$ cat src/hdl/ttd_pkg.sv
// ----------------------------------------------------------------------------
// ttd_pkg
// Shared types and constants for the touch tap detector: payload structs,
// configuration register layout and reset values.
// ----------------------------------------------------------------------------
package ttd_pkg;

   localparam int COORD_BITS = 12;
   localparam int TIME_BITS  = 32;
   localparam int DUR_BITS   = 16;
   localparam int MOVE_BITS  = 12;
   localparam int CSR_IDX_BITS  = 2;
   localparam int CSR_DATA_BITS = 16;

   localparam logic [DUR_BITS-1:0]  TAP_MAX_TIME_RST  = 16'd300;
   localparam logic [MOVE_BITS-1:0] MOVE_LIMIT_RST    = 12'd10;
   localparam logic [DUR_BITS-1:0]  TAP_GAP_MIN_RST   = 16'd150;
   localparam logic [DUR_BITS-1:0]  BOUNCE_WINDOW_RST = 16'd40;

   typedef enum logic [CSR_IDX_BITS-1:0] {
      REG_TAP_MAX_TIME  = 2'd0,
      REG_MOVE_LIMIT    = 2'd1,
      REG_TAP_GAP_MIN   = 2'd2,
      REG_BOUNCE_WINDOW = 2'd3
   } csr_index_type;

   typedef struct packed {
      logic                  pressed;
      logic [COORD_BITS-1:0] pos_x;
      logic [COORD_BITS-1:0] pos_y;
      logic [TIME_BITS-1:0]  now_time;
   } req_type;

   typedef struct packed {
      logic [COORD_BITS-1:0] tap_x;
      logic [COORD_BITS-1:0] tap_y;
   } rsp_type;

   typedef struct packed {
      logic [DUR_BITS-1:0]  tap_max_time;
      logic [MOVE_BITS-1:0] move_limit;
      logic [DUR_BITS-1:0]  tap_gap_min;
      logic [DUR_BITS-1:0]  bounce_window;
   } cfg_type;

endpackage

$ cat src/hdl/ttd_cfg_regs.sv
// ----------------------------------------------------------------------------
// ttd_cfg_regs
// Configuration registers, written through a plain write port.
// ----------------------------------------------------------------------------
module ttd_cfg_regs (
   input  logic                                clock,
   input  logic                                reset,
   input  logic                                csr_wr_en,
   input  logic [ttd_pkg::CSR_IDX_BITS-1:0]    csr_index,
   input  logic [ttd_pkg::CSR_DATA_BITS-1:0]   csr_wr_data,
   output ttd_pkg::cfg_type                    cfg
);

   ttd_pkg::cfg_type cfg_ff, cfg_in;

   always_comb begin
      cfg_in = cfg_ff;
      if (csr_wr_en) begin
         case (csr_index)
            ttd_pkg::REG_TAP_MAX_TIME: begin
               cfg_in.tap_max_time = csr_wr_data[ttd_pkg::DUR_BITS-1:0];
            end
            ttd_pkg::REG_MOVE_LIMIT: begin
               cfg_in.move_limit = csr_wr_data[ttd_pkg::MOVE_BITS-1:0];
            end
            ttd_pkg::REG_TAP_GAP_MIN: begin
               cfg_in.tap_gap_min = csr_wr_data[ttd_pkg::DUR_BITS-1:0];
            end
            ttd_pkg::REG_BOUNCE_WINDOW: begin
               cfg_in.bounce_window = csr_wr_data[ttd_pkg::DUR_BITS-1:0];
            end
            default: begin
               cfg_in = cfg_ff;
            end
         endcase
      end
   end

   always_ff @(posedge clock) begin
      if (reset) begin
         cfg_ff.tap_max_time  <= ttd_pkg::TAP_MAX_TIME_RST;
         cfg_ff.move_limit    <= ttd_pkg::MOVE_LIMIT_RST;
         cfg_ff.tap_gap_min   <= ttd_pkg::TAP_GAP_MIN_RST;
         cfg_ff.bounce_window <= ttd_pkg::BOUNCE_WINDOW_RST;
      end else begin
         cfg_ff <= cfg_in;
      end
   end

   assign cfg = cfg_ff;

endmodule

$ cat src/hdl/ttd_in_reg.sv
// ----------------------------------------------------------------------------
// ttd_in_reg
// Input register: captures one poll sample and holds it until the tap
// logic takes it.
// ----------------------------------------------------------------------------
module ttd_in_reg (
   input  logic             clock,
   input  logic             reset,
   input  logic             req_valid,
   output logic             req_stall,
   input  ttd_pkg::req_type req_data,
   output logic             smp_valid,
   input  logic             smp_take,
   output ttd_pkg::req_type smp_data
);

   logic             valid_ff, valid_in;
   ttd_pkg::req_type data_ff, data_in;
   logic             accept;

   // register frees up in the same cycle the tap logic takes its sample
   assign req_stall = valid_ff && !smp_take;
   assign accept    = req_valid && !req_stall;

   always_comb begin
      valid_in = valid_ff;
      data_in  = data_ff;
      if (accept) begin
         valid_in = 1'b1;
         data_in  = req_data;
      end else if (smp_take) begin
         valid_in = 1'b0;
      end
   end

   always_ff @(posedge clock) begin
      if (reset) begin
         valid_ff <= 1'b0;
      end else begin
         valid_ff <= valid_in;
      end
   end

   always_ff @(posedge clock) begin
      data_ff <= data_in;
   end

   assign smp_valid = valid_ff;
   assign smp_data  = data_ff;

endmodule

$ cat src/hdl/ttd_tap_logic.sv
// ----------------------------------------------------------------------------
// ttd_tap_logic
// Touch state, tap decision and the result register. One sample is
// processed per cycle whenever the result register can take a new value.
// ----------------------------------------------------------------------------
module ttd_tap_logic (
   input  logic             clock,
   input  logic             reset,
   input  ttd_pkg::cfg_type cfg,
   input  logic             smp_valid,
   output logic             smp_take,
   input  ttd_pkg::req_type smp_data,
   output logic             rsp_valid,
   input  logic             rsp_stall,
   output ttd_pkg::rsp_type rsp_data
);

   localparam int CB = ttd_pkg::COORD_BITS;
   localparam int TB = ttd_pkg::TIME_BITS;

   logic          finger_down_ff, finger_down_in;
   logic          has_moved_ff, has_moved_in;
   logic [CB-1:0] start_x_ff, start_x_in;
   logic [CB-1:0] start_y_ff, start_y_in;
   logic [TB-1:0] press_time_ff, press_time_in;
   logic [TB-1:0] lift_time_ff, lift_time_in;
   logic [TB-1:0] prev_tap_time_ff, prev_tap_time_in;
   logic          rsp_valid_ff, rsp_valid_in;
   ttd_pkg::rsp_type rsp_data_ff, rsp_data_in;

   logic [TB-1:0] since_lift, held, since_tap;
   logic [CB-1:0] dx, dy;
   logic          bounce, dragged, tap_ok, emit;

   assign smp_take = smp_valid && (!rsp_valid_ff || !rsp_stall);

   // wrapping time differences
   assign since_lift = smp_data.now_time - lift_time_ff;
   assign held       = smp_data.now_time - press_time_ff;
   assign since_tap  = smp_data.now_time - prev_tap_time_ff;

   assign dx = (smp_data.pos_x >= start_x_ff) ? (smp_data.pos_x - start_x_ff)
                                              : (start_x_ff - smp_data.pos_x);
   assign dy = (smp_data.pos_y >= start_y_ff) ? (smp_data.pos_y - start_y_ff)
                                              : (start_y_ff - smp_data.pos_y);

   assign bounce  = since_lift < {{(TB-ttd_pkg::DUR_BITS){1'b0}}, cfg.bounce_window};
   assign dragged = (dx >= cfg.move_limit) || (dy >= cfg.move_limit);
   assign tap_ok  = !has_moved_ff
                    && (held <= {{(TB-ttd_pkg::DUR_BITS){1'b0}}, cfg.tap_max_time})
                    && (since_tap >= {{(TB-ttd_pkg::DUR_BITS){1'b0}}, cfg.tap_gap_min});
   assign emit    = !smp_data.pressed && finger_down_ff && tap_ok;

   always_comb begin
      finger_down_in   = finger_down_ff;
      has_moved_in     = has_moved_ff;
      start_x_in       = start_x_ff;
      start_y_in       = start_y_ff;
      press_time_in    = press_time_ff;
      lift_time_in     = lift_time_ff;
      prev_tap_time_in = prev_tap_time_ff;
      rsp_valid_in     = rsp_valid_ff;
      rsp_data_in      = rsp_data_ff;
      if (smp_take) begin
         rsp_valid_in      = emit;
         rsp_data_in.tap_x = start_x_ff;
         rsp_data_in.tap_y = start_y_ff;
         if (smp_data.pressed && !finger_down_ff) begin
            // press edge; bounced presses leave everything alone
            if (!bounce) begin
               finger_down_in = 1'b1;
               has_moved_in   = 1'b0;
               start_x_in     = smp_data.pos_x;
               start_y_in     = smp_data.pos_y;
               press_time_in  = smp_data.now_time;
            end
         end else if (smp_data.pressed) begin
            if (dragged) begin
               has_moved_in = 1'b1;
            end
         end else if (finger_down_ff) begin
            finger_down_in = 1'b0;
            lift_time_in   = smp_data.now_time;
            if (tap_ok) begin
               prev_tap_time_in = smp_data.now_time;
            end
         end
      end else if (!rsp_stall) begin
         rsp_valid_in = 1'b0;
      end
   end

   always_ff @(posedge clock) begin
      if (reset) begin
         finger_down_ff   <= 1'b0;
         has_moved_ff     <= 1'b0;
         start_x_ff       <= '0;
         start_y_ff       <= '0;
         press_time_ff    <= '0;
         lift_time_ff     <= '0;
         prev_tap_time_ff <= '0;
         rsp_valid_ff     <= 1'b0;
      end else begin
         finger_down_ff   <= finger_down_in;
         has_moved_ff     <= has_moved_in;
         start_x_ff       <= start_x_in;
         start_y_ff       <= start_y_in;
         press_time_ff    <= press_time_in;
         lift_time_ff     <= lift_time_in;
         prev_tap_time_ff <= prev_tap_time_in;
         rsp_valid_ff     <= rsp_valid_in;
      end
   end

   always_ff @(posedge clock) begin
      rsp_data_ff <= rsp_data_in;
   end

   assign rsp_valid = rsp_valid_ff;
   assign rsp_data  = rsp_data_ff;

endmodule

$ cat src/hdl/touch_tap_detector.sv
// a tap is loaded into the result register when the tap logic takes its release sample from the input register
// throughput: one sample per cycle; the input register and the result register
// advance together whenever the result register is empty or being taken
// reset: synchronous; clears touch state and times to zero, loads register defaults
// ----------------------------------------------------------------------------
// touch_tap_detector
// Tap recognizer for a polled touch panel: debounces presses, flags drags and
// reports the press point of each accepted tap.
// ----------------------------------------------------------------------------
module touch_tap_detector (
   input  logic                              clock,
   input  logic                              reset,
   input  logic                              req_valid,
   output logic                              req_stall,
   input  ttd_pkg::req_type                  req_data,
   output logic                              rsp_valid,
   input  logic                              rsp_stall,
   output ttd_pkg::rsp_type                  rsp_data,
   input  logic                              csr_wr_en,
   input  logic [ttd_pkg::CSR_IDX_BITS-1:0]  csr_index,
   input  logic [ttd_pkg::CSR_DATA_BITS-1:0] csr_wr_data
);

   ttd_pkg::cfg_type cfg;
   ttd_pkg::req_type smp_data;
   logic             smp_valid;
   logic             smp_take;

   ttd_cfg_regs u_cfg (
      .clock       (clock),
      .reset       (reset),
      .csr_wr_en   (csr_wr_en),
      .csr_index   (csr_index),
      .csr_wr_data (csr_wr_data),
      .cfg         (cfg)
   );

   ttd_in_reg u_in (
      .clock     (clock),
      .reset     (reset),
      .req_valid (req_valid),
      .req_stall (req_stall),
      .req_data  (req_data),
      .smp_valid (smp_valid),
      .smp_take  (smp_take),
      .smp_data  (smp_data)
   );

   ttd_tap_logic u_tap (
      .clock     (clock),
      .reset     (reset),
      .cfg       (cfg),
      .smp_valid (smp_valid),
      .smp_take  (smp_take),
      .smp_data  (smp_data),
      .rsp_valid (rsp_valid),
      .rsp_stall (rsp_stall),
      .rsp_data  (rsp_data)
   );

endmodule

$ cat config.mk
export PLATFORM = sky130hd
export DESIGN_NAME = touch_tap_detector
export DESIGN_NICKNAME = d
export VERILOG_FILES = /design/src/hdl/ttd_pkg.sv /design/src/hdl/ttd_cfg_regs.sv /design/src/hdl/ttd_in_reg.sv /design/src/hdl/ttd_tap_logic.sv /design/src/hdl/touch_tap_detector.sv
export SDC_FILE = /design/constraint.sdc
export NUM_CORES = 1
export LEC_CHECK = 0
export BUFFER_PORTS_ARGS = -buffer_cell sky130_fd_sc_hd__buf_4
export CORE_ASPECT_RATIO = 1.1
export CORE_MARGIN = 5
export CORE_UTILIZATION = 63
export DETAILED_ROUTE_END_ITERATION = 7
export HOLD_SLACK_MARGIN = 0.1
export PLACE_DENSITY_LB_ADDON = 0.1
export SYNTH_ARGS = -nofsm -noshare
export SYNTH_HDL_FRONTEND = slang
export SYNTH_SLANG_ARGS = --single-unit
$ cat constraint.sdc
create_clock -name clock -period 6.44 [get_ports clock]
set_clock_uncertainty 0.2 [all_clocks]
set_input_delay 0.322 -clock clock [delete_from_list [all_inputs] [get_ports clock]]
set_output_delay 0.322 -clock clock [all_outputs]
set_load 0.02 [all_outputs]
Word-level counts from Yosys, hierarchy flattened
Index checks and enable logic that the tools add are counted.
- output and inout port bits: 26
- word-level logic and storage cells: 85
- register bits: 265
- input port bits: 80
- order comparisons: 7
- bitwise gates (word level): 3
- multiplexer cells: 13
- equality and inequality tests: 6
- $add $sub $neg: 7
- reduce and logical (&&, ||, !) cells: 30
- operator list (cell ; number):
    $sub 32x32->32 ; 3
    $ge 12x12->1 ; 4
    $sub 12x12->12 ; 4
    $ge 32x16->1 ; 1
    $le 32x16->1 ; 1
    $lt 32x16->1 ; 1
    $mux 12 ; 2
    $mux 1 ; 11
    $logic_and 1x1->1 ; 8
    $reduce_and 2->1 ; 4
    $reduce_and 4->1 ; 2
    $logic_not 1->1 ; 7
    $reduce_and 3->1 ; 2
    $reduce_bool 2->1 ; 3
    $reduce_and 5->1 ; 1
    $eq 2x2->1 const B ; 2
    $ne 2x1->1 const B ; 2
    $not 1->1 ; 3
    $eq 2x1->1 const B ; 1
    $logic_not 2->1 ; 1
    $logic_or 1x1->1 ; 2
    $ne 2x2->1 const B ; 1

Logic depth before layout (Yosys ltp)
- word-level depth: 8
- gate-level depth with buffers: 25
- depth with buffers taken out: 23

Modules after synthesis
Synthesis repeated with hierarchy kept, for this count alone.
- cell total of the unflattened synthesis: 2306
- area total of the unflattened synthesis: 19790.2 um2
- by module, submodules not included (module ; area each (um2) ; seq. area each (um2) ; times used ; cells an instance):
    ttd_tap_logic ; 15625.0 ; 3183.1 ; 1 ; 2020
    ttd_cfg_regs ; 2403.6 ; 1201.2 ; 1 ; 225
    ttd_in_reg ; 1761.7 ; 1731.7 ; 1 ; 61

Worst setup path before layout
Ideal clock, no wire load.
- kind: register to register
- start point: reg u_in.data_ff, in the netlist u_in.smp_data[32]
- end point: reg u_tap.has_moved_ff
- path slack: 1.127 ns
- data required time: 6.123 ns
- clock period less this slack: 5.313 ns
- arrival time: 4.995 ns
- cell stages (with the launch flop): 24
- path buffers: 1
- library setup time: 0.117 ns
- cell sequence: edfxtp_1 > inv_1 > ha_1 > inv_1 > fa_1 > a21o_1 > a21o_1 > a221oi_1 > o21ai_0 > a21o_1 > a21o_1 > a211oi_1 > clkbuf_1 > mux2_2 > ha_1 > a21o_1 > a21o_1 > a21o_1 > a21o_1 > a21o_1 > a21o_1 > a21oi_1 > o2111ai_1 > a32o_1
- word-level cells in the longest chain between the ends: 6
- elaborated cells on any way between the ends: 8
- classes of those cells: add/sub (2); order compare (2); mux (1); reduce/logical (3)
- ends and longest elaborated chain (what ; line ; text):
    start, declared ; ttd_in_reg.sv:18 ; ttd_pkg::req_type data_ff, data_in;
    start signal, assigned ; ttd_in_reg.sv:45 ; data_ff <= data_in;
    $sub 12x12->12 (tied with other cells) ; ttd_tap_logic.sv:45 ; : (start_y_ff - smp_data.pos_y);
    $mux 12 (*) ; ttd_tap_logic.sv:44 ; assign dy = (smp_data.pos_y >= start_y_ff) ? (smp_data.pos_y - start_y_ff)
    $ge 12x12->1 (*) ; ttd_tap_logic.sv:48 ; assign dragged = (dx >= cfg.move_limit) || (dy >= cfg.move_limit);
    $logic_or 1x1->1 (*) ; ttd_tap_logic.sv:48 ;
    $reduce_bool 2->1 (no source line) (*) ; n/a ;
    $reduce_and 4->1 (no source line) (*) ; n/a ;
    end signal, assigned ; ttd_tap_logic.sv:105 ; has_moved_ff <= has_moved_in;
    end, declared ; ttd_tap_logic.sv:22 ; logic has_moved_ff, has_moved_in;
Every way passes the cells marked *; elsewhere a longest branch is shown, timed or not.
A chain may end at the register's enable or synchronous reset.

Final worst setup path
- start point: reg u_in.data_ff, in the netlist u_in.smp_data[0]
- end point: reg u_tap.start_x_ff[8]
- word-level cells in the longest chain between the ends: 4
- ends and longest elaborated chain (what ; line ; text):
    $sub 32x32->32 ; ttd_tap_logic.sv:38 ; assign since_lift = smp_data.now_time - lift_time_ff;
    $lt 32x16->1 ; ttd_tap_logic.sv:47 ; assign bounce = since_lift < {{(TB-ttd_pkg::DUR_BITS){1'b0}}, cfg.bounce_window};
    $not 1->1 (no source line) ; n/a ;
    $reduce_and 3->1 (no source line) ; n/a ;
    end signal, assigned ; ttd_tap_logic.sv:106 ; start_x_ff <= start_x_in;
    end, declared ; ttd_tap_logic.sv:23 ; logic [CB-1:0] start_x_ff, start_x_in;
No other way between the ends.

==> flow_metrics.tcl <==
set metrics [dict create \
    status "complete, no violations" \
    slew_headroom 0.303 \
    yosysWarningCount 0 \
    cts_tree "yes" \
    cts_max_level 1 \
    vdd_drop_max_mv 0.319 \
    wirelength_um 51200 \
    post-place-cells 2683 \
    final_cell_count_no_fill 2825 \
    power.total_mw 4.85 \
    final_area_mm2 0.0218 \
    die_area_mm2 0.0337 \
    p_per_area_mw_per_mm2 222 \
    rsz0062_at_grt "false" \
    grt_pass1_vias 16500 \
    worst_pin_slew_ps 1020 \
    drv_cap 0 \
    core.rowCount 66 \
    place_area_mm2 0.0200 \
    wl_per_cell_um 18.1 \
    clk_path_buf_depth 3 \
    critical_path_required_ps 6760 \
    setup_viol_count_final 0 \
    start_util 0.641 \
    cts-root-buf "clkbuf_16" \
    ys_ff_latch 265 \
    grt_first_pass_wirelength_um 82300 \
    syn-cell-area_mm2 0.0190 \
    async_reset_ff_frac 0 \
    dp_hpwl_um 37500 \
    leakage_nw 8.81 \
    hold_viol 0 \
    ant_nets 0 \
    crit_arrival_ps 6210 \
    via_per_inst 5.95 \
    dp_slack_ps 568 \
    maxSlewViolCount 0 \
    clkTransAtPathRegs_ps 60 \
    yosysTopAreaCell "dfxtp_1" \
    io_pins 106 \
    track_usage 0.297 \
    synth_top_area_share 0.194 \
    fillers 2222 \
    hold-worst-slack_ps 140 \
    synth_ff_type "dfxtp_1" \
    port_buffers 105 \
    grt_max_degree 89 \
    worstSetupPathType "flip-flop to flip-flop" \
    syn_to_final_growth_pct 14.8 \
    start_kind "flip-flop" \
    timing.fmax_mhz 170 \
    post-route-util 0.735 \
    yosysSeqAreaShare 0.322 \
    min_period_ps 5900 \
    ctsResizeCount 0 \
    overflow 0 \
    syn_nets 2571 \
    antenna_found_initial 0 \
    synthDistinctLibCells 80 \
    numClockSinks 265 \
    period_share 0.916 \
    diodes 0 \
    ys_top_cells_by_area "dfxtp_1 19%, ha_1 14%, edfxtp_1 13%" \
    core_mm2 0.0296 \
    nNetsFinal 2724 \
    route.detailed.drc 0 \
    syn_area_per_cell_um2 8.35 \
    synth_edf_count 81 \
    syn_inst 2274 \
    gp_congestion 0.914 \
    hold_path.class "input port to flip-flop" \
    vias 16800 \
    critPathCaptureType "flip-flop" \
    die_w_um 176 \
    cts_made_buffers 30 \
    first_pass_iters 6 \
    setup_slack_ps 544 \
    worstSkewPairLatency_ps 600 \
    crit_fanout 15 \
    drt_iter0_drc 1241 \
    die-height_um 192 \
    drive_above_1_share 0.0812 \
    final.setup.tns_ps 0 \
]
[cells in the final DEF, fill, tap and decap left out, types with 7 or more instances in the layout]
master         netlist  layout
a211oi_1            18      17
o21bai_1            16      16
nand4_1             34      34
nand3_1             35      35
xor2_1              34      34
buf_4                3     116
dlygate4sd3_1        0      86
nor4_1              12      12
fa_1                 7       7
inv_1              240     240
nor3_1              24      24
nor2_1              96      96
a21oi_1            205     205
o211ai_1            30      30
o21a_1              22      22
nor2b_1             20      19
mux2i_1            106     106
nand2b_1            72      72
a221o_1              7       7
o31ai_1             11      11
or2_2               10      10
ha_1               210     210
and3_1              14      14
a2111oi_0           11      11
nand2_1            357     357
clkbuf_16            0      30
xnor2_1             47      47
a21boi_0            13      13
dfxtp_1            184     184
o221ai_1             7       7
and2_1              15      15
a31oi_1             23      23
o21ai_0             71      71
edfxtp_1            81      81
a21o_1              61      61
[critical path, stage by stage (launching register included)]
cell and delay (ps):
edfxtp_1 430, inv_1 160, ha_1 180, inv_1 60
fa_1 390, a21o_1 220, a221o_1 380, a221oi_2 420
nor2_1 90, xor2_1 170, ha_1 300, nand2_1 60
nor2_1 40, a2111oi_0 380, nand4_1 140, a2111oi_0 290
o211ai_1 150, or4_4 570, nor4_4 330, a311oi_4 310
buf_4 330, mux2i_1 210
[final cells by class]
class                   instances  area (um2)  share of cell area
repair buffers                204        1770              0.0813
multi-input cells            1685       11600               0.532
flip-flops and latches        265        6120               0.281
clock buffers                  35         769              0.0353
well taps                     374         468              0.0215
inverters                     241         905              0.0415
clock inverters                21         174             0.00798
[path summary, 6_finish.rpt]
path,slack (ps),startpoint,cells after the start,endpoint
setup reg to reg,540,u_in.smp_data[0],21,u_tap.start_x_ff[8]
setup / recovery,540,u_in.smp_data[0],21,u_tap.start_x_ff[8]
hold reg to reg,250,u_tap.lift_time_ff[17],2,u_tap.lift_time_ff[17]
hold / removal,140,csr_wr_en,5,u_cfg.cfg[37]
[registers in the layout, indices dropped and copies added, names as in the netlist]
name	count
u_in.smp_data	57
u_tap.start_x_ff	12
u_tap.prev_tap_time_ff	32
u_tap.finger_down_ff	1
u_tap.lift_time_ff	32
u_tap.has_moved_ff	1
u_tap.rsp_valid	1
u_tap.rsp_data	24
u_tap.press_time_ff	32
u_cfg.cfg	60
u_in.smp_valid	1
u_tap.start_y_ff	12
[what timing repair did]
action	CTS	global route
buffers inserted	0	0
hold buffers	86	0
endpoints found under the hold margin	119	0
[cells in the mapped netlist (all sizes together), types with 35 or more instances]
library cell / instances
nand2: 357
inv: 241
ha: 210
a21oi: 209
dfxtp: 184
mux2i: 106
nor2: 96
edfxtp: 81
o21ai: 77
nand2b: 72
clkbuf: 66
a21o: 61
xnor2: 47
nand3: 35
[power by group]
part	switching, mW	internal [mW]	leakage, nW
Sequential	0.0708	1.79	2.29
Combinational	0.770	0.576	6.09
Clock	0.740	0.903	0.440
Total	1.58	3.27	8.81
[routing by layer]
layer	track usage	share of wire
met2	0.528	0.48
met5	0	0
met1	0.362	0.41
met4	0.130	0.046
met3	0.0372	0.059
[cell families (layout without fill, tap and decap cells)]
family / Yosys count / in the layout / share of synthesized area
multiplexers: 113 / 113 / 0.0600
buffers and inverters: 324 / 501 / 0.0691
XOR/XNOR: 81 / 81 / 0.0373
flip-flops: 265 / 265 / 0.322
adder cells (fa/ha/maj): 217 / 217 / 0.146
AO/OA/AOI/OAI: 555 / 555 / 0.189
AND/OR/NAND/NOR: 719 / 719 / 0.177
Note: power is estimated with default switching activity, not from simulation.
